<file path="src/hw/rtl/bel_pkg.sv">
// Shared types, constants and register codes for the beam event latch.
package bel_pkg;

  localparam int Channels = 3;
  localparam int NumCh    = (Channels > 3) ? 3 : Channels;
  localparam int PinRegs  = 3;

  localparam logic [7:0]  NONE_FOUND     = 8'hFF;
  localparam logic [15:0] LOCKOUT_RST    = 16'd2;
  localparam logic        POLARITY_RST   = 1'b1;
  localparam logic [15:0] PIN_MATCH0_RST = 16'd4;
  localparam logic [15:0] PIN_MATCH1_RST = 16'd2;
  localparam logic [15:0] PIN_MATCH2_RST = 16'd1;

  typedef enum logic [1:0] {
    OP_EVENT       = 2'd0,
    OP_LEVEL       = 2'd1,
    OP_TAKE        = 2'd2,
    OP_TAKE_LOWEST = 2'd3
  } bel_op_e;

  typedef enum logic [2:0] {
    REG_LOCKOUT  = 3'd0,
    REG_POLARITY = 3'd1,
    REG_PIN0     = 3'd2,
    REG_PIN1     = 3'd3,
    REG_PIN2     = 3'd4
  } bel_reg_e;

  typedef struct packed {
    bel_op_e     opcode;
    logic [15:0] pin_mask;
    logic [31:0] now_ms;
    logic        pin_level;
    logic [7:0]  channel;
  } bel_item_t;

  typedef struct packed {
    logic       flag;
    logic [7:0] found_channel;
    logic       event_accepted;
  } bel_result_t;

  typedef struct packed {
    logic [15:0]                    lockout_ms;
    logic                           blocked_polarity;
    logic [PinRegs-1:0][15:0]       pin_match;
  } bel_cfg_t;

endpackage

</file>
<file path="src/hw/rtl/bel_if.sv">
// Channel interfaces: input item, result item and register write.
interface bel_in_if;
  logic        valid;
  logic        ready;
  logic [1:0]  opcode;
  logic [15:0] pin_mask;
  logic [31:0] now_ms;
  logic        pin_level;
  logic [7:0]  channel;

  modport source (output valid, opcode, pin_mask, now_ms, pin_level, channel, input ready);
  modport sink   (input valid, opcode, pin_mask, now_ms, pin_level, channel, output ready);
endinterface

interface bel_out_if;
  logic       valid;
  logic       ready;
  logic       flag;
  logic [7:0] found_channel;
  logic       event_accepted;

  modport source (output valid, flag, found_channel, event_accepted, input ready);
  modport sink   (input valid, flag, found_channel, event_accepted, output ready);
endinterface

interface bel_cfg_if;
  logic        valid;
  logic        ready;
  logic [2:0]  index;
  logic [15:0] data;

  modport source (output valid, index, data, input ready);
  modport sink   (input valid, index, data, output ready);
endinterface

</file>
<file path="src/hw/rtl/multi_channel_beam_event_latch_unit.sv">
// A beat passes through 2 register stages: the input register, then the result register.
// Throughput: one item per cycle unless the result stalls; state updates as the item
// leaves the input register, so the next item in that register already sees them.
// A stalled result holds the input register; one more beat then waits there.
// Reset (rst_ni low, async) clears all channel state, valid flags and config to defaults.
// Top level: input register, single-pass core, result register, config registers.
module multi_channel_beam_event_latch_unit (
  input  logic       clk_i,
  input  logic       rst_ni,
  bel_in_if.sink     in_i,
  bel_out_if.source  out_o,
  bel_cfg_if.sink    cfg_i
);

  bel_pkg::bel_cfg_t    cfg;
  bel_pkg::bel_item_t   item_q;
  bel_pkg::bel_result_t res_d, res_q;
  logic                 in_vld_q, out_vld_q;
  logic                 adv;

  assign adv        = in_vld_q && (!out_vld_q || out_o.ready);
  assign in_i.ready = !in_vld_q || adv;

  always_ff @(posedge clk_i or negedge rst_ni) begin
    if (!rst_ni) begin
      in_vld_q  <= 1'b0;
      out_vld_q <= 1'b0;
    end else begin
      if (in_i.ready) in_vld_q <= in_i.valid;
      if (adv) out_vld_q <= 1'b1;
      else if (out_o.ready) out_vld_q <= 1'b0;
    end
  end

  always_ff @(posedge clk_i) begin
    if (in_i.valid && in_i.ready) begin
      item_q.opcode    <= bel_pkg::bel_op_e'(in_i.opcode);
      item_q.pin_mask  <= in_i.pin_mask;
      item_q.now_ms    <= in_i.now_ms;
      item_q.pin_level <= in_i.pin_level;
      item_q.channel   <= in_i.channel;
    end
    if (adv) res_q <= res_d;
  end

  bel_cfg_regs u_cfg (
    .clk_i  (clk_i),
    .rst_ni (rst_ni),
    .cfg_i  (cfg_i),
    .cfg_o  (cfg)
  );

  bel_core u_core (
    .clk_i  (clk_i),
    .rst_ni (rst_ni),
    .go_i   (adv),
    .item_i (item_q),
    .cfg_i  (cfg),
    .res_o  (res_d)
  );

  assign out_o.valid          = out_vld_q;
  assign out_o.flag           = res_q.flag;
  assign out_o.found_channel  = res_q.found_channel;
  assign out_o.event_accepted = res_q.event_accepted;

  property p_adv_fills_out;
    @(posedge clk_i) disable iff (!rst_ni) adv |=> out_vld_q;
  endproperty
  a_adv_fills_out: assert property (p_adv_fills_out) else $error("result beat dropped");

  property p_found_exclusive;
    @(posedge clk_i) disable iff (!rst_ni)
      (out_vld_q && res_q.found_channel != bel_pkg::NONE_FOUND)
      |-> (!res_q.flag && !res_q.event_accepted);
  endproperty
  a_found_exclusive: assert property (p_found_exclusive) else $error("mixed result fields");

  property p_stall_holds_item;
    @(posedge clk_i) disable iff (!rst_ni)
      (in_vld_q && !adv) |=> (in_vld_q && $stable(item_q));
  endproperty
  a_stall_holds_item: assert property (p_stall_holds_item) else $error("stalled item lost");

endmodule

</file>
<file path="src/hw/rtl/bel_cfg_regs.sv">
// Configuration register file: lockout, polarity and per-channel pin masks.
module bel_cfg_regs (
  input  logic            clk_i,
  input  logic            rst_ni,
  bel_cfg_if.sink         cfg_i,
  output bel_pkg::bel_cfg_t cfg_o
);

  bel_pkg::bel_cfg_t cfg_q;

  assign cfg_i.ready = 1'b1;
  assign cfg_o       = cfg_q;

  always_ff @(posedge clk_i or negedge rst_ni) begin
    if (!rst_ni) begin
      cfg_q.lockout_ms       <= bel_pkg::LOCKOUT_RST;
      cfg_q.blocked_polarity <= bel_pkg::POLARITY_RST;
      cfg_q.pin_match[0]     <= bel_pkg::PIN_MATCH0_RST;
      cfg_q.pin_match[1]     <= bel_pkg::PIN_MATCH1_RST;
      cfg_q.pin_match[2]     <= bel_pkg::PIN_MATCH2_RST;
    end else if (cfg_i.valid) begin
      case (cfg_i.index)
        bel_pkg::REG_LOCKOUT:  cfg_q.lockout_ms       <= cfg_i.data;
        bel_pkg::REG_POLARITY: cfg_q.blocked_polarity <= cfg_i.data[0];
        bel_pkg::REG_PIN0:     cfg_q.pin_match[0]     <= cfg_i.data;
        bel_pkg::REG_PIN1:     cfg_q.pin_match[1]     <= cfg_i.data;
        bel_pkg::REG_PIN2:     cfg_q.pin_match[2]     <= cfg_i.data;
        default: ;
      endcase
    end
  end

  property p_reset_lockout;
    @(posedge clk_i) $rose(rst_ni) |-> cfg_q.lockout_ms == bel_pkg::LOCKOUT_RST;
  endproperty
  a_reset_lockout: assert property (p_reset_lockout) else $error("lockout not at reset value");

  property p_bad_index_ignored;
    @(posedge clk_i) disable iff (!rst_ni)
      (cfg_i.valid && cfg_i.index > bel_pkg::REG_PIN2) |=> $stable(cfg_q);
  endproperty
  a_bad_index_ignored: assert property (p_bad_index_ignored) else $error("stray write landed");

  property p_no_write_holds;
    @(posedge clk_i) disable iff (!rst_ni) !cfg_i.valid |=> $stable(cfg_q);
  endproperty
  a_no_write_holds: assert property (p_no_write_holds) else $error("config changed unwritten");

endmodule

</file>
<file path="src/hw/rtl/bel_core.sv">
// Per-channel state and the single-pass result/update logic for one item.
module bel_core (
  input  logic                 clk_i,
  input  logic                 rst_ni,
  input  logic                 go_i,
  input  bel_pkg::bel_item_t   item_i,
  input  bel_pkg::bel_cfg_t    cfg_i,
  output bel_pkg::bel_result_t res_o
);

  logic [bel_pkg::NumCh-1:0][31:0] last_q, last_d;
  logic [bel_pkg::NumCh-1:0]       lvl_q, lvl_d;
  logic [bel_pkg::NumCh-1:0]       pend_q, pend_d;

  always_comb begin
    logic        hit;
    logic [31:0] last_sel;
    logic [31:0] elapsed;
    logic        blk;
    int          sel;

    hit      = 1'b0;
    sel      = 0;
    last_sel = '0;
    last_d   = last_q;
    lvl_d    = lvl_q;
    pend_d   = pend_q;
    res_o.flag           = 1'b0;
    res_o.found_channel  = bel_pkg::NONE_FOUND;
    res_o.event_accepted = 1'b0;

    // lowest-numbered exact mask match wins
    for (int i = bel_pkg::NumCh - 1; i >= 0; i--) begin
      if (cfg_i.pin_match[i] == item_i.pin_mask) begin
        hit      = 1'b1;
        sel      = i;
        last_sel = last_q[i];
      end
    end
    elapsed = item_i.now_ms - last_sel;
    blk     = (item_i.pin_level == cfg_i.blocked_polarity);

    case (item_i.opcode)
      bel_pkg::OP_EVENT: begin
        if (hit && (elapsed >= {16'd0, cfg_i.lockout_ms})) begin
          res_o.event_accepted = 1'b1;
          for (int i = 0; i < bel_pkg::NumCh; i++) begin
            if (sel == i) begin
              last_d[i] = item_i.now_ms;
              lvl_d[i]  = blk;
              if (blk) pend_d[i] = 1'b1;
            end
          end
        end
      end
      bel_pkg::OP_LEVEL: begin
        for (int i = 0; i < bel_pkg::NumCh; i++) begin
          if (item_i.channel == 8'(i)) res_o.flag = lvl_q[i];
        end
      end
      bel_pkg::OP_TAKE: begin
        for (int i = 0; i < bel_pkg::NumCh; i++) begin
          if (item_i.channel == 8'(i) && pend_q[i]) begin
            res_o.flag = 1'b1;
            pend_d[i]  = 1'b0;
          end
        end
      end
      bel_pkg::OP_TAKE_LOWEST: begin
        for (int i = bel_pkg::NumCh - 1; i >= 0; i--) begin
          if (pend_q[i]) res_o.found_channel = 8'(i);
        end
        for (int i = 0; i < bel_pkg::NumCh; i++) begin
          if (res_o.found_channel == 8'(i)) pend_d[i] = 1'b0;
        end
      end
      default: ;
    endcase
  end

  always_ff @(posedge clk_i or negedge rst_ni) begin
    if (!rst_ni) begin
      last_q <= '0;
      lvl_q  <= '0;
      pend_q <= '0;
    end else if (go_i) begin
      last_q <= last_d;
      lvl_q  <= lvl_d;
      pend_q <= pend_d;
    end
  end

  property p_none_means_empty;
    @(posedge clk_i) disable iff (!rst_ni)
      (go_i && item_i.opcode == bel_pkg::OP_TAKE_LOWEST
       && res_o.found_channel == bel_pkg::NONE_FOUND) |-> pend_q == '0;
  endproperty
  a_none_means_empty: assert property (p_none_means_empty) else $error("missed pending latch");

  property p_take_clears_one;
    @(posedge clk_i) disable iff (!rst_ni)
      (go_i && item_i.opcode == bel_pkg::OP_TAKE_LOWEST
       && res_o.found_channel != bel_pkg::NONE_FOUND)
      |=> $countones(pend_q) == $countones($past(pend_q)) - 1;
  endproperty
  a_take_clears_one: assert property (p_take_clears_one) else $error("take did not clear one");

  property p_accept_only_event;
    @(posedge clk_i) disable iff (!rst_ni)
      res_o.event_accepted |-> item_i.opcode == bel_pkg::OP_EVENT;
  endproperty
  a_accept_only_event: assert property (p_accept_only_event) else $error("accept on non-event");

endmodule

</file>
<file path="src/flat_wrapper.sv">
// flat-port wrapper written by rule: the top's interface ports become plain ports
module multi_channel_beam_event_latch_unit_flat 
  (clk_i, rst_ni, in_i_valid, in_i_opcode, in_i_pin_mask, in_i_now_ms, in_i_pin_level, in_i_channel, in_i_ready, out_o_valid, out_o_flag, out_o_found_channel, out_o_event_accepted, out_o_ready, cfg_i_valid, cfg_i_index, cfg_i_data, cfg_i_ready);
  bel_in_if in_i_i ();
  bel_out_if out_o_i ();
  bel_cfg_if cfg_i_i ();
  input  logic clk_i;
  input  logic rst_ni;
  input wire logic [$bits(in_i_i.valid)-1:0] in_i_valid;
  input wire logic [$bits(in_i_i.opcode)-1:0] in_i_opcode;
  input wire logic [$bits(in_i_i.pin_mask)-1:0] in_i_pin_mask;
  input wire logic [$bits(in_i_i.now_ms)-1:0] in_i_now_ms;
  input wire logic [$bits(in_i_i.pin_level)-1:0] in_i_pin_level;
  input wire logic [$bits(in_i_i.channel)-1:0] in_i_channel;
  output wire logic [$bits(in_i_i.ready)-1:0] in_i_ready;
  output wire logic [$bits(out_o_i.valid)-1:0] out_o_valid;
  output wire logic [$bits(out_o_i.flag)-1:0] out_o_flag;
  output wire logic [$bits(out_o_i.found_channel)-1:0] out_o_found_channel;
  output wire logic [$bits(out_o_i.event_accepted)-1:0] out_o_event_accepted;
  input wire logic [$bits(out_o_i.ready)-1:0] out_o_ready;
  input wire logic [$bits(cfg_i_i.valid)-1:0] cfg_i_valid;
  input wire logic [$bits(cfg_i_i.index)-1:0] cfg_i_index;
  input wire logic [$bits(cfg_i_i.data)-1:0] cfg_i_data;
  output wire logic [$bits(cfg_i_i.ready)-1:0] cfg_i_ready;
  assign in_i_i.valid = in_i_valid;
  assign in_i_i.opcode = in_i_opcode;
  assign in_i_i.pin_mask = in_i_pin_mask;
  assign in_i_i.now_ms = in_i_now_ms;
  assign in_i_i.pin_level = in_i_pin_level;
  assign in_i_i.channel = in_i_channel;
  assign in_i_ready = in_i_i.ready;
  assign out_o_valid = out_o_i.valid;
  assign out_o_flag = out_o_i.flag;
  assign out_o_found_channel = out_o_i.found_channel;
  assign out_o_event_accepted = out_o_i.event_accepted;
  assign out_o_i.ready = out_o_ready;
  assign cfg_i_i.valid = cfg_i_valid;
  assign cfg_i_i.index = cfg_i_index;
  assign cfg_i_i.data = cfg_i_data;
  assign cfg_i_ready = cfg_i_i.ready;
  multi_channel_beam_event_latch_unit u_core (.clk_i(clk_i), .rst_ni(rst_ni), .in_i(in_i_i), .out_o(out_o_i), .cfg_i(cfg_i_i));
endmodule
</file>
<file path="config.mk">
export PLATFORM = sky130hd
export DESIGN_NAME = multi_channel_beam_event_latch_unit_flat
export DESIGN_NICKNAME = d
export VERILOG_FILES = /design/src/hw/rtl/bel_pkg.sv /design/src/hw/rtl/bel_if.sv /design/src/hw/rtl/multi_channel_beam_event_latch_unit.sv /design/src/hw/rtl/bel_cfg_regs.sv /design/src/hw/rtl/bel_core.sv /design/src/flat_wrapper.sv
export SDC_FILE = /design/constraint.sdc
export NUM_CORES = 1
export LEC_CHECK = 0
export ABC_CLOCK_PERIOD_IN_PS = 15400
export BUFFER_PORTS_ARGS = -buffer_cell sky130_fd_sc_hd__buf_2
export CORE_MARGIN = 2
export CORE_UTILIZATION = 40
export CTS_CLUSTER_SIZE = 8
export DETAILED_ROUTE_END_ITERATION = 10
export PLACE_DENSITY = 0.67
export SYNTH_ARGS = -nofsm -noshare
export SYNTH_HDL_FRONTEND = slang
export SYNTH_HIERARCHICAL = 1
export SYNTH_SLANG_ARGS = --single-unit
</file>
<file path="constraint.sdc">
create_clock -name clk_i -period 15.4 [get_ports clk_i]
set_clock_uncertainty 0.15 [all_clocks]
set_input_delay 0.77 -clock clk_i [delete_from_list [all_inputs] [get_ports clk_i]]
set_output_delay 0.77 -clock clk_i [all_outputs]
set_load 0.01 [all_outputs]
</file>
* After elaboration in Yosys (flattened, before gate mapping) *
Index checks and enable logic that the tools add are counted.

word-level totals
  flip-flop bits (word level) = 238
  bits in latches = 0
  memory bits (writable) = 0
  memory bits (read-only) = 0
  input bits = 83
  output and inout bits = 13
  logic and storage cells = 117
  memories kept = 0

operators by class
  $add $sub $neg = 1
  $mul = 0
  divide/modulo/power cells = 0
  $lt $le $gt $ge = 1
  eq/ne operators = 28
  shift-type cells = 0
  mux-type cells = 35
  bitwise gates (word level) = 0
  reductions and logical operators = 28

operators by type and width
  operator                                              number
  two-way mux 32 bit                                    5
  equality test 16 bit                                  3
  equality test 32 x 2 -> 1 bit, second input constant  1
  equality test 32 x 3 -> 1 bit, second input constant  1
  >= comparator 32 x 16 -> 1 bit                        1
  zero test 32 bit                                      1
  two-way mux 8 bit                                     4
  subtractor 32 bit                                     1
  two-way mux 1 bit                                     22
  != test 2 bit, second input constant                  11
  AND reduction 7 bit                                   3
  equality test 8 x 1 -> 1 bit, second input constant   2
  equality test 8 x 2 -> 1 bit, second input constant   2
  zero test 8 bit                                       2
  AND reduction 4 bit                                   3
  AND reduction 2 bit                                   5
  one-hot mux 3 bit (3 select lines)                    1
  equality test 3 x 2 -> 1 bit, second input constant   2
  logical AND 1 bit                                     6
  equality test 2 bit, second input constant            2
  equality test 3 x 1 -> 1 bit, second input constant   1
  equality test 3 bit, second input constant            1
  zero test 3 bit                                       1
  two-way mux 3 bit                                     1
  other kinds (9)                                       11

* Longest topological paths before layout *
Gate-level depths: netlist (run 1).

  word-level depth = 9
  depth in mapped cells = 30
  gate-level depth less buffers = 26

* Modules after synthesis *
The synthesis (run 1) kept the hierarchy.

by module, submodules not included
  module                               instances  cells an instance  area an instance (um2)  seq. area each (um2)
  bel_core                             1          840                7830.0                  2552.4
  bel_cfg_regs                         1          143                2536.2                  1632.8
  multi_channel_beam_event_latch_unit  1          77                 2175.8                  2122.0

* Worst setup path after synthesis (run 1) *
OpenSTA, ideal clock, no wires.

  path kind = reg2reg
  from = register u_core.u_cfg.cfg_q (netlist bit u_core/u_cfg/cfg_o[2])
  to = register u_core/u_core/last_q[32] (netlist name)
  setup time = 0.128 ns
  data arrival time = 5.903 ns
  data required time = 15.122 ns
  slack = 9.220 ns
  cell stages (with the launch flop) = 28
  path buffers = 4
  clock period less this slack = 6.180 ns
  cell sequence = dfstp_2 xnor2_1 nand4_1 nor4_1 clkbuf_1 clkbuf_1 a21oi_1 a21oi_1 ha_1 a21o_1 nand2b_1 o21ai_0 nor2b_1 o21ai_0 xor2_1 ha_1 a21o_1 a21o_1 a21o_1 nand4bb_1 nor3_1 and4b_1 nand4_1 o2111a_2 nand2b_1 buf_4 buf_4 mux2_1

on the way
  word-level cells in the longest chain between the ends = 6
  elaborated cells on any way between the ends = 9
  classes of those cells = add/sub (1); order compare (1); eq/ne (2); mux (3); reduce/logical (2)

ends and longest elaborated chain
  item                               RTL line           text
  start, declared                    bel_cfg_regs.sv:9  bel_pkg::bel_cfg_t cfg_q;
  equality test 16 bit (*)           bel_core.sv:34     if (cfg_i.pin_match[i] == item_i.pin_mask) begin
  two-way mux 32 bit                 bel_core.sv:34
  subtractor 32 bit                  bel_core.sv:40     elapsed = item_i.now_ms - last_sel;
  >= comparator 32 x 16 -> 1 bit     bel_core.sv:45     if (hit && (elapsed >= {16'd0, cfg_i.lockout_ms})) begin
  logical AND 1 bit                  bel_core.sv:45
  AND reduction 4 bit (no line) (*)  -
  end signal, assigned               bel_core.sv:87     last_q <= last_d;
  end, declared                      bel_core.sv:11     logic [bel_pkg::NumCh-1:0][31:0] last_q, last_d;

Every way passes the cells marked *; elsewhere a longest branch is shown, timed or not.
A chain may end at the register's enable or synchronous reset.

* Final worst setup path (run 1) *
  from = register u_core/item_q[49] (netlist name)
  to = register u_core/u_core/last_q[50] (netlist name)

on the way
  word-level cells in the longest chain between the ends = 8
  elaborated cells on any way between the ends = 17
  classes of those cells = add/sub (1); order compare (1); eq/ne (4); mux (9); reduce/logical (2)

ends and longest elaborated chain
  item                               RTL line                                   text
  start, declared                    multi_channel_beam_event_latch_unit.sv:16  bel_pkg::bel_item_t item_q;
  equality test 16 bit               bel_core.sv:34
  two-way mux 32 bit (3 in series)   bel_core.sv:34
  subtractor 32 bit                  bel_core.sv:40
  >= comparator 32 x 16 -> 1 bit     bel_core.sv:45
  logical AND 1 bit                  bel_core.sv:45
  AND reduction 4 bit (no line) (*)  -

Marks and branches as above.

==> metrics.md, run 1 <==
| Metric | Value |
|---|---|
| First-pass GRT wire length | 46500 µm |
| Worst Reg2Reg Path Length in Cells | 25 |
| Status | finished, final reports clean |
| Post-Route WL | 28100 µm |
| Worst Hold Class | in2reg |
| Die ar. | around 33000 µm² |
| Post-Synth Simple-Gate Area | 0.104 |
| N_diodes | 0 |
| Yosys warns | 6 |
| Xor/xnor share of the synthesized area | 0.0496 |
| Async S/R FF share, synth | 0.710 |
| Peak supply drop | roughly 0.000076 V |
| FF+latch count, synth | 238 |
| Slowest stage delay, CP | 890 ps |
| WL per Instance | ~18 µm |
| Drt drc | 0 |
| Post-synth top area cell | dfrtp_1 |
| Initial antenna violation count | 0 |
| Post-Syn Instances | 1060 |
| FF-to-FF setup slack | 7690 ps |
| Post-route setup TNS | 0 ps |
| Die W | 181 µm |
| Clk slew on worst S/H paths | 50 ps |
| ANT nets after route | 0 |
| 1st-iter DRT viols | about 600 |
| Clock root cell | clkbuf_16 |
| Depth of the CTS H-tree | 2 |
| Post-synthesis mux area share | 0.157 |
| Slew Limit Fails | 0 |
| Vias in the first global route | roughly 8900 |
| Fin nets | 1287 |
| Critical path class | reg2reg |
| Mapped Area | between 10000 and 15000 µm² |
| Row count | 64 |
| Largest family of logic cells by synthesized area | multiplexers |
| # IOs | 96 |
| Worst slew margin | 0.250 |
| Pre-CTS WS | just under 8000 ps |
| Clock sinks | between 200 and 250 |
| Mapped Nets | 1195 |
| Final hold violations | 0 |
| Layout area overhead | 14.5% |
| Power Density | 117 nW/µm² |
| Starting Density | 0.408 |
| RSZ-0062 raised after global routing | false |
| Reg2Reg Launch Point | u_core/item_q[49] |
| IO Port Bufs | 94 |
| CP Launch Point | u_core/item_q[49] |
| GRT Total Usage | 0.175 |
| Layout cells sized above 1 | 0.209 |
| # setup viols final | 0 |
| Detailed-router iteration count before antenna repair | 5 |
| CP Capture Type | register |
| Post-synth top cells | dfrtp_1 (164), a21oi_1 (102), mux2_1 (82) |
| Synth cell types | 75 |
| Die height | 181 µm |
| Critical Path Source Type | register |
| Num CTS Buffers | 35 |
| Avg Cell Area, Syn | approximately 12 µm² |
| Synth Area in Compound Gates | 0.103 |
| Worst Max-Slew Pin Slew | around 1100 ps |
| WHS Endpoint | u_core/item_q[9] |
| Vias/cell | 5.42 |
| Largest net degree at the start of global routing | 71 |
| Top-area cell type share of the netlist area | 0.327 |
| Hold Path Stages | 1 |
| Crit Path Max Fanout | 37 |
| Grt ovf | 0 |
| Most used cell, CP | a21o_1 |
| Seq/Total Area, Yosys | 0.503 |
| Adder-Cell Fraction of Synth Area | 0.0525 |
| Minimum clock period | 7710 ps |
| GP Congestion | slightly below 0.9 |
| Hold_sp | in_i_now_ms[0] |
| Post-route clock period utilization | 0.501 |
| Most instantiated library cell after synthesis | dfrtp_1 |
| Clock latency on the worst-skew pair | approximately 530 ps |
| Final HPWL DP | 19300 µm |
| Leak pwr | slightly above 6 nW |
| Core footprint | 30700 µm² |
| Post-synth top flop | dfrtp_1 |
| CP Data Arrival Time | 7950 ps |
| Filler cells | 2845 |
| Fmax | 130 MHz |
| Crit path max-delay cell type | and4_2 |
| Ranking of synthesized cells by area | dfrtp_1 (33%), edfxtp_1 (17%), mux2_1 (7.4%) |
| TritonCTS clock tree | built |
| Post-synth EDFFs | 69 |
| Worst r2r dst | u_core/u_core/last_q[50] |
| WHS | 264 ps |
| WP data required | approximately 16000 ps |
| Setup ws final | 7690 ps |
| Longest Clk Path Bufs | 3 |
| Vias after detailed routing | 8524 |
| Max Cap Viol | 0 |
[registers in the layout, indices dropped and copies added, names as in the netlist]
signal,flops
u_core/out_o.valid,1
u_core/in_vld_q,1
u_core/u_cfg/cfg_o,65
u_core/item_q,59
u_core/out_o.found_channel,8
u_core/out_o.event_accepted,1
u_core/out_o.flag,1
u_core/u_core/pend_q,3
u_core/u_core/lvl_q,3
u_core/u_core/last_q,96
[kinds of logic (layout without fill, tap and decap cells)]
| group | after synthesis | count (layout) |
|---|---|---|
| compound gates | 209 | 209 |
| xor+xnor | 71 | 71 |
| fa+ha+maj | 52 | 52 |
| buf+inv | 75 | 192 |
| flops | 238 | 238 |
| mux | 172 | 172 |
| other cells | 1 | 1 |
| simple gates | 242 | 242 |
[routing by layer]
metal,GRT usage,vias up,routed length [µm]
li1,-,4090,-
met1,0.239,4204,13100
met2,0.286,189,13300
met3,0.0298,41,1190
met4,0.0527,0,487
met5,0,-,0
[layout by cell type (no fill, tap or decap), drive strengths merged, types with 6 or more instances in the layout]
cell and count:
edfxtp 69, o21ai 31, ha 51, nor3 9
clkbuf 59, o21a 11, nor2b 11, buf 102
xnor2 45, nand2 69, inv 28, nand2b 11
o2111ai 8, nor2 32, a21o 18, mux2i 6
nand3 44, dfrtp 164, a21oi 102, xor2 26
nand4 25, mux2 166, nor4 9
[worst max-delay path by stage]
stage | slack [ps] | end
floorplan | 9220 | u_core/u_core/last_q[32]
global placement | 7880 | u_core/u_core/last_q[45]
detailed placement | 7740 | u_core/u_core/last_q[50]
CTS | 7670 | u_core/u_core/last_q[54]
global route | 7160 | u_core/u_core/last_q[59]
finish | 7690 | u_core/u_core/last_q[50]
[report_power, final]
part           switching (mW)  internal, mW
clock                   0.287         0.432
combinational           0.113         0.104
sequential             0.0393         0.709
[stage by stage]
| step | cell area, µm² | cells | power, mW | util |
|---|---|---|---|---|
| final | 14400 | 1573 | 1.69 | 0.467 |
| after global routing | 14400 | 1573 | 1.77 | 0.467 |
| after CTS | 14400 | 1573 | 1.71 | 0.467 |
| after detailed placement | 13300 | 1510 | 0.975 | 0.433 |
| after global placement | 13300 | 1510 | 0.968 | 0.433 |
| after floorplan | 12500 | 1060 | 0.902 | - |
[repair_timing]
item,4_1_cts,5_1_grt
setup endpoints to repair,0,0
setup buffers,0,0
hold buffers,1,0
hold endpoints to repair,34,0
resized for setup,0,0
[area by class of cell]
| class | count | area (µm²) | share of cell area |
|---|---|---|---|
| Clock buffer | 59 | 966 | 0.0672 |
| Clock inverter | 3 | 80.1 | 0.00557 |
| Inverter | 27 | 101 | 0.00706 |
| Multi-Input combinational cell | 747 | 5870 | 0.409 |
| Sequential cell | 238 | 6310 | 0.439 |
| Tap cell | 396 | 495 | 0.0345 |
| Timing Repair Buffer | 103 | 547 | 0.0381 |
[critical path: cells and delay by family (launching register included)]
kind / cells / cell delay, ps
buf+inv: 1 / 410
compound gates: 9 / 1790
flops: 1 / 450
mux: 1 / 360
xor+xnor: 2 / 370
fa+ha+maj: 2 / 700
simple gates: 10 / 3290
Power figures use the tool's default switching activity.
==> run 2, diff against run 1 <==
ABC_CLOCK_PERIOD_IN_PS = 6700   (was 15400)
PLACE_DENSITY = 0.69   (was 0.67)
clock period = 6.7 ns   (was 15.4 ns; I/O delays follow)
==> run 2 against run 1 <==
  * Sequential cell count did not move
  * Worst setup slack got worse by 7300 ps
  * Die area stayed put
  * Largest cell class unchanged
  * Highest routed layer unchanged
==> metrics.md, run 2 (synthesized netlist as in run 1, its figures left out) <==
| Metric | Value |
|---|---|
| Status | finished, final reports clean |
| Critical path class | reg2reg |
| Post-Route WL | 29500 µm (+5.0%) |
| Largest net degree at the start of global routing | 95 (+34%) |
| Setup ws final | 392 ps (-7300 ps) |
| Worst slew margin | 0.290 (+0.0393) |
| Die ar. | 32800 µm² (unchanged) |
| First-pass GRT wire length | 48600 µm (+4.6%) |
| Clock sinks | 238 (unchanged) |
| Num CTS Buffers | 35 (unchanged) |
| Clock root cell | clkbuf_16 |
| Max Cap Viol | 0 (unchanged) |
| Leak pwr | 6.68 nW (+7.1%) |
| CP delay by family, top | simple AND/OR/NAND/NOR gates |
| Slowest stage delay, CP | 490 ps (-400 ps) |
| Vias/cell | 5.39 (-0.51%) |
| IO Port Bufs | 94 (unchanged) |
| Fin nets | 1383 (+7.5%) |
| Power Density | 254 nW/µm² (+120%) |
| Reg power frac | 0.441 (-0.003) |
| WP data required | 6940 ps (-8710 ps) |
| Psw | 1.02 mW (+130%) |
| Crit Path Max Fanout | 23 (-38%) |
| Worst Hold Class | in2reg |
| Longest Clk Path Bufs | 3 (unchanged) |
| Most frequent cells in the layout | dfrtp_1 (164), a21oi_1 (101), buf_2 (93) |
| ANT nets after route | 0 (unchanged) |
| Depth of the CTS H-tree | 2 (unchanged) |
| Max reg flops | 96 (unchanged) |
| CP Capture Type | register |
| Core footprint | 30700 µm² (unchanged) |
| Vias in the first global route | 9217 (+3.4%) |
| 1st-iter DRT viols | 514 (-15%) |
| GRT Total Usage | 0.182 (+0.00751) |
| Worst Path Buf+Inv | 3 (+2) |
| Die height | 181 µm (unchanged) |
| Postcts setup bufs | 0 (unchanged) |
| N_diodes | 0 (unchanged) |
| WL per Instance | 17.7 µm (-0.96%) |
| Commonest non-fill, non-tap cell in the layout | dfrtp_1 |
| Starting Density | 0.408 (unchanged) |
| Vias after detailed routing | 8987 (+5.4%) |
| Minimum clock period | 6310 ps (-1400 ps) |
| Layout area overhead | 22.4% |
| CP Data Arrival Time | 6540 ps (-1410 ps) |
| GP Congestion | 0.906 (+2.3%) |
| RSZ-0062 raised after global routing | false |
| Net Sw Frac | 0.260 (-0.000317) |
| Detailed-router iteration count before antenna repair | 5 (unchanged) |
| # IOs | 96 (unchanged) |
| # setup viols final | 0 (unchanged) |
| Clock latency on the worst-skew pair | 530 ps (about the same) |
| Fmax | 159 MHz (+22%) |
| Worst Max-Slew Pin Slew | 1070 ps (-54.2 ps) |
| Power share of the combinational group | 0.141 (+0.012) |
| Layout cells sized above 1 | 0.211 (+0.00185) |
| Pint | 2.89 mW (+130%) |
| Post-route clock period utilization | 0.942 (+0.441) |
| Row count | 64 (unchanged) |
| Critical Path Source Type | register |
| Die W | 181 µm (unchanged) |
| Clock Power Share | 0.418 (-0.009) |
| Final HPWL DP | 20500 µm (+6.3%) |
| Slew Limit Fails | 0 (unchanged) |
| Largest register by flop count | u_core/u_core/last_q |
| Grt ovf | 0 (unchanged) |
| Peak supply drop | 0.000168 V (+120%) |
| TritonCTS clock tree | built |
| Most used cell, CP | a21o_1 |
| Clk slew on worst S/H paths | 50 ps (about the same) |
| Initial antenna violation count | 0 (unchanged) |
| Pre-CTS WS | 313 ps (-7430 ps) |
| Filler cells | 2748 (-3.4%) |
| Drt drc | 0 (unchanged) |
| Crit path max-delay cell type | edfxtp_1 |
| Post-route setup TNS | 0 ps (unchanged) |
| Final hold violations | 0 (unchanged) |
## run 2: cell types whose count changed in the layout (fill, tap and decap cells not counted), moves of 2 or more
cell | before | now
dlygate4sd3_1 | 1 | 79
buf_4 | 8 | 18
buf_12 | 0 | 7
clkbuf_1 | 24 | 22
clkinv_16 | 2 | 0
nor4_1 | 7 | 5
nor4_2 | 1 | 3
## run 2: path summary, 6_finish.rpt
| path | slack [ps] | to | cells after the start | from |
|---|---|---|---|---|
| setup reg to reg | 390 | u_core/u_core/last_q[54] | 29 | u_core/item_q[50] |
| hold / removal | 150 | u_core/u_cfg/cfg_o[48] | 3 | cfg_i_index[1] |
| max in group asynchronous | 4580 | u_core/u_core/last_q[36] | 3 | rst_ni |
| setup / recovery | 390 | u_core/u_core/last_q[54] | 29 | u_core/item_q[50] |
| min in group asynchronous | 340 | u_core/out_o.valid | 2 | rst_ni |
| hold reg to reg | 330 | u_core/u_cfg/cfg_o[64] | 1 | u_core/u_cfg/cfg_o[64] |
## run 2: metal layers
metal  vias to the layer above  share of wire  global-route usage
met5                         -              0                   0
met4                         0          0.020              0.0491
met3                        47          0.044              0.0300
met2                       207           0.48               0.310
met1                      4447           0.45               0.242
li1                       4286              -                   -
## run 2: layout make-up
class | instances | area, µm² | share of cell area
Tap cell | 396 | 495 | 0.0323
Timing Repair Buffer | 199 | 1550 | 0.101
Clock inverter | 3 | 48.8 | 0.00318
Sequential cell | 238 | 6310 | 0.411
Clock buffer | 57 | 958 | 0.0624
Multi-Input combinational cell | 747 | 5890 | 0.384
Inverter | 27 | 101 | 0.00660
## run 2: timing repair
item / CTS / global route
resized for setup: 0 / 6
hold endpoints to repair: 219 / 0
hold buffers: 79 / 0
setup endpoints to repair: 0 / 100
## run 2: worst min-delay path: cells and delay by family
family        cells  cell delay, ps
buf+inv           1             140
mux               1             220
simple gates      1              80
## run 2: through the flow
step	instances	cell area (µm²)	util	hold slack (ps)	power [mW]
detailed placement	1528	13500	0.440	326	2.25
finish	1667	15400	0.499	148	3.90
global route	1667	15400	0.499	155	4.08
CTS	1667	15300	0.498	134	3.94
global placement	1528	13500	0.440	319	2.23
floorplan	1060	12500	-	-111	2.07
## run 2: power groups by stage
stage	Clock [mW]	Combinational (mW)	Sequential, mW
after global placement	0	0.491	1.74
final	1.63	0.549	1.72
after global routing	1.74	0.606	1.74
after detailed placement	0	0.502	1.75
after CTS	1.68	0.544	1.72
after floorplan	0	0.354	1.72
==> run 3, diff against run 2 <==
==> constraint.sdc (replaced) <==
create_clock -name clk_i -period 6.7 [get_ports clk_i]
set_clock_uncertainty 0.15 [all_clocks]
set_input_delay 0 -clock clk_i [delete_from_list [all_inputs] [get_ports clk_i]]
set_output_delay 0 -clock clk_i [all_outputs]
set_load 0.01 [all_outputs]
==> run 3 against run 2 <==
  * Design area up 0.52%
  * Hold slack worse by 140 ps
  * First-iteration DRC count fell by 2.3%
  * Critical path type unchanged
==> metrics.md, run 3 (synthesized netlist as in run 1, its figures left out) <==
| Metric | Value |
|---|---|
| RSZ-0062 raised after global routing | false |
| Worst Hold Class | in2async |
| Reg2Reg Launch Point | u_core/item_q[44] |
| Max reg flops | 96 (unchanged) |
| Final core utilization | 0.502 (+0.00260) |
| First-pass GRT wire length | 48800 µm (+0.34%) |
| Peak supply drop | 0.000168 V (about the same) |
| Num CTS Buffers | 35 (unchanged) |
| # IOs | 96 (unchanged) |
| Crit path max-delay cell type | edfxtp_1 |
| Slew Limit Fails | 0 (unchanged) |
| Depth of the CTS H-tree | 2 (unchanged) |
| 1st-iter DRT viols | 502 (-2.3%) |
| Placed cell areas | 13500 µm² (unchanged) |
| GRT Total Usage | 0.183 (+0.000569) |
| Longest Clk Path Bufs | 3 (unchanged) |
| Die height | 181 µm (unchanged) |
| Crit Path Max Fanout | 23 (unchanged) |
| Vias after detailed routing | 8992 (+0.056%) |
| Layout cells sized above 1 | 0.210 (-0.00132) |
| Clock sinks | 238 (unchanged) |
| Pre-CTS WS | 313 ps (unchanged) |
| Final hold violations | 0 (unchanged) |
| Starting Density | 0.408 (unchanged) |
| Worst Reg2Reg Path Length in Cells | 29 (unchanged) |
| Row count | 64 (unchanged) |
| CP Data Arrival Time | 6550 ps (about the same) |
| FF-to-FF setup slack | 380 ps (about the same) |
| Clock latency on the worst-skew pair | 530 ps (about the same) |
| Die ar. | 32800 µm² (unchanged) |
| Minimum clock period | 6320 ps (+9.94 ps) |
| Vias/cell | 5.37 (-0.42%) |
| Largest net degree at the start of global routing | 95 (unchanged) |
| Filler cells | 2739 (-0.33%) |
| CP Launch Point | u_core/item_q[44] |
| Postcts setup bufs | 0 (unchanged) |
| Vias in the first global route | 9253 (+0.39%) |
| Post-route setup TNS | 0 ps (unchanged) |
| Detailed-router iteration count before antenna repair | 5 (unchanged) |
| Max Cap Viol | 0 (unchanged) |
| Final Cell Area | 15400 µm² (+0.52%) |
| GP Congestion | 0.906 (unchanged) |
| Critical path class | reg2reg |
| Power Density | 254 nW/µm² (-0.28%) |
| Clock root cell | clkbuf_16 |
| Worst slew margin | 0.278 (-0.0111) |
| WP data required | 6940 ps (about the same) |
| N_diodes | 0 (unchanged) |
| Capture point of the worst path | u_core/u_core/last_q[54] |
| Commonest non-fill, non-tap cell in the layout | dfrtp_1 |
| Core footprint | 30700 µm² (unchanged) |
| WL per Instance | 17.7 µm (about the same) |
| Clk slew on worst S/H paths | 50 ps (about the same) |
| Fin nets | 1391 (+0.58%) |
| Grt ovf | 0 (unchanged) |
| Setup ws final | 382 ps (-9.94 ps) |
| Most frequent cells in the layout | dfrtp_1 (164), a21oi_1 (101), buf_2 (93) |
| Worst r2r dst | u_core/u_core/last_q[54] |
| Worst Max-Slew Pin Slew | 1080 ps (+16.6 ps) |
| Status | finished, final reports clean |
| Critical Path Source Type | register |
| ANT nets after route | 0 (unchanged) |
| Largest register by flop count | u_core/u_core/last_q |
| Die W | 181 µm (unchanged) |
| CP Capture Type | register |
| Drt drc | 0 (unchanged) |
| Layout area overhead | 23.1% |
| Final HPWL DP | 20500 µm (unchanged) |
| Slowest stage delay, CP | 440 ps (-50 ps) |
| Fmax | 158 MHz (-0.16%) |
| IO Port Bufs | 94 (unchanged) |
| Post-Route WL | 29700 µm (+0.49%) |
| Most used cell, CP | a21o_1 |
| Post-route clock period utilization | 0.943 (+0.00148) |
| # setup viols final | 0 (unchanged) |
| TritonCTS clock tree | built |
| Initial antenna violation count | 0 (unchanged) |
| Leak pwr | 6.72 nW (+0.55%) |
## run 3: changes by cell type in the layout (fill, tap and decap cells not counted), sizes merged
cell / before / now
dlygate4sd3: 79 / 87
## run 3: timing repair
item / CTS / global route
setup endpoints to repair: 0 / 100
endpoints found under the hold margin: 219 / 0
gates resized for setup: 0 / 6
hold buffers: 87 / 0
## run 3: through the flow
step | hold slack, ps | power [mW] | std cells
finish | 3.26 | 3.91 | 1675
global route | 37.1 | 4.09 | 1675
CTS | 10.2 | 3.95 | 1675
detailed placement | 6.86 | 2.25 | 1528
global placement | -4.09 | 2.23 | 1528
floorplan | -446 | 2.07 | 1060
## run 3: routing by layer
layer  track usage  share of wire
met5             0              0
met4        0.0491          0.020
met1         0.242           0.45
met3        0.0300          0.043
met2         0.311           0.49
## run 3: worst min-delay path by stage
| stage | start | end | slack, ps | cells past startpoint |
|---|---|---|---|---|
| final | rst_ni | u_core/out_o.valid | 3 | 2 |
| after global routing | in_i_pin_mask[1] | u_core/item_q[42] | 40 | 2 |
| after CTS | in_i_now_ms[0] | u_core/item_q[9] | 10 | 2 |
| after detailed placement | rst_ni | u_core/out_o.valid | 7 | 1 |
| after global placement | rst_ni | u_core/out_o.valid | -4 | 1 |
| after floorplan | rst_ni | u_core/in_vld_q | -450 | 0 |
## run 3: final cells by class
class	count	area, µm²	area share
clock buffers	57	958	0.0621
clock inverters	3	48.8	0.00316
inverters	27	101	0.00657
multi-input cells	747	5890	0.382
flip-flops and latches	238	6310	0.409
well taps	396	495	0.0321
repair buffers	207	1630	0.106
## run 3: where the power goes
part | total, mW | switching (mW) | internal, mW
registers | 1.72 | 0.0915 | 1.63
clock network | 1.63 | 0.652 | 0.982
logic | 0.557 | 0.276 | 0.281
total | 3.91 | 1.02 | 2.89
## run 3: critical path, delay by kind of cell (launching register included)
family	cells	cell delay, ps
fa+ha+maj	3	580
simple gates	11	1840
buf+inv	3	750
compound gates	9	1700
mux	1	330
flops	1	440
xor+xnor	2	350
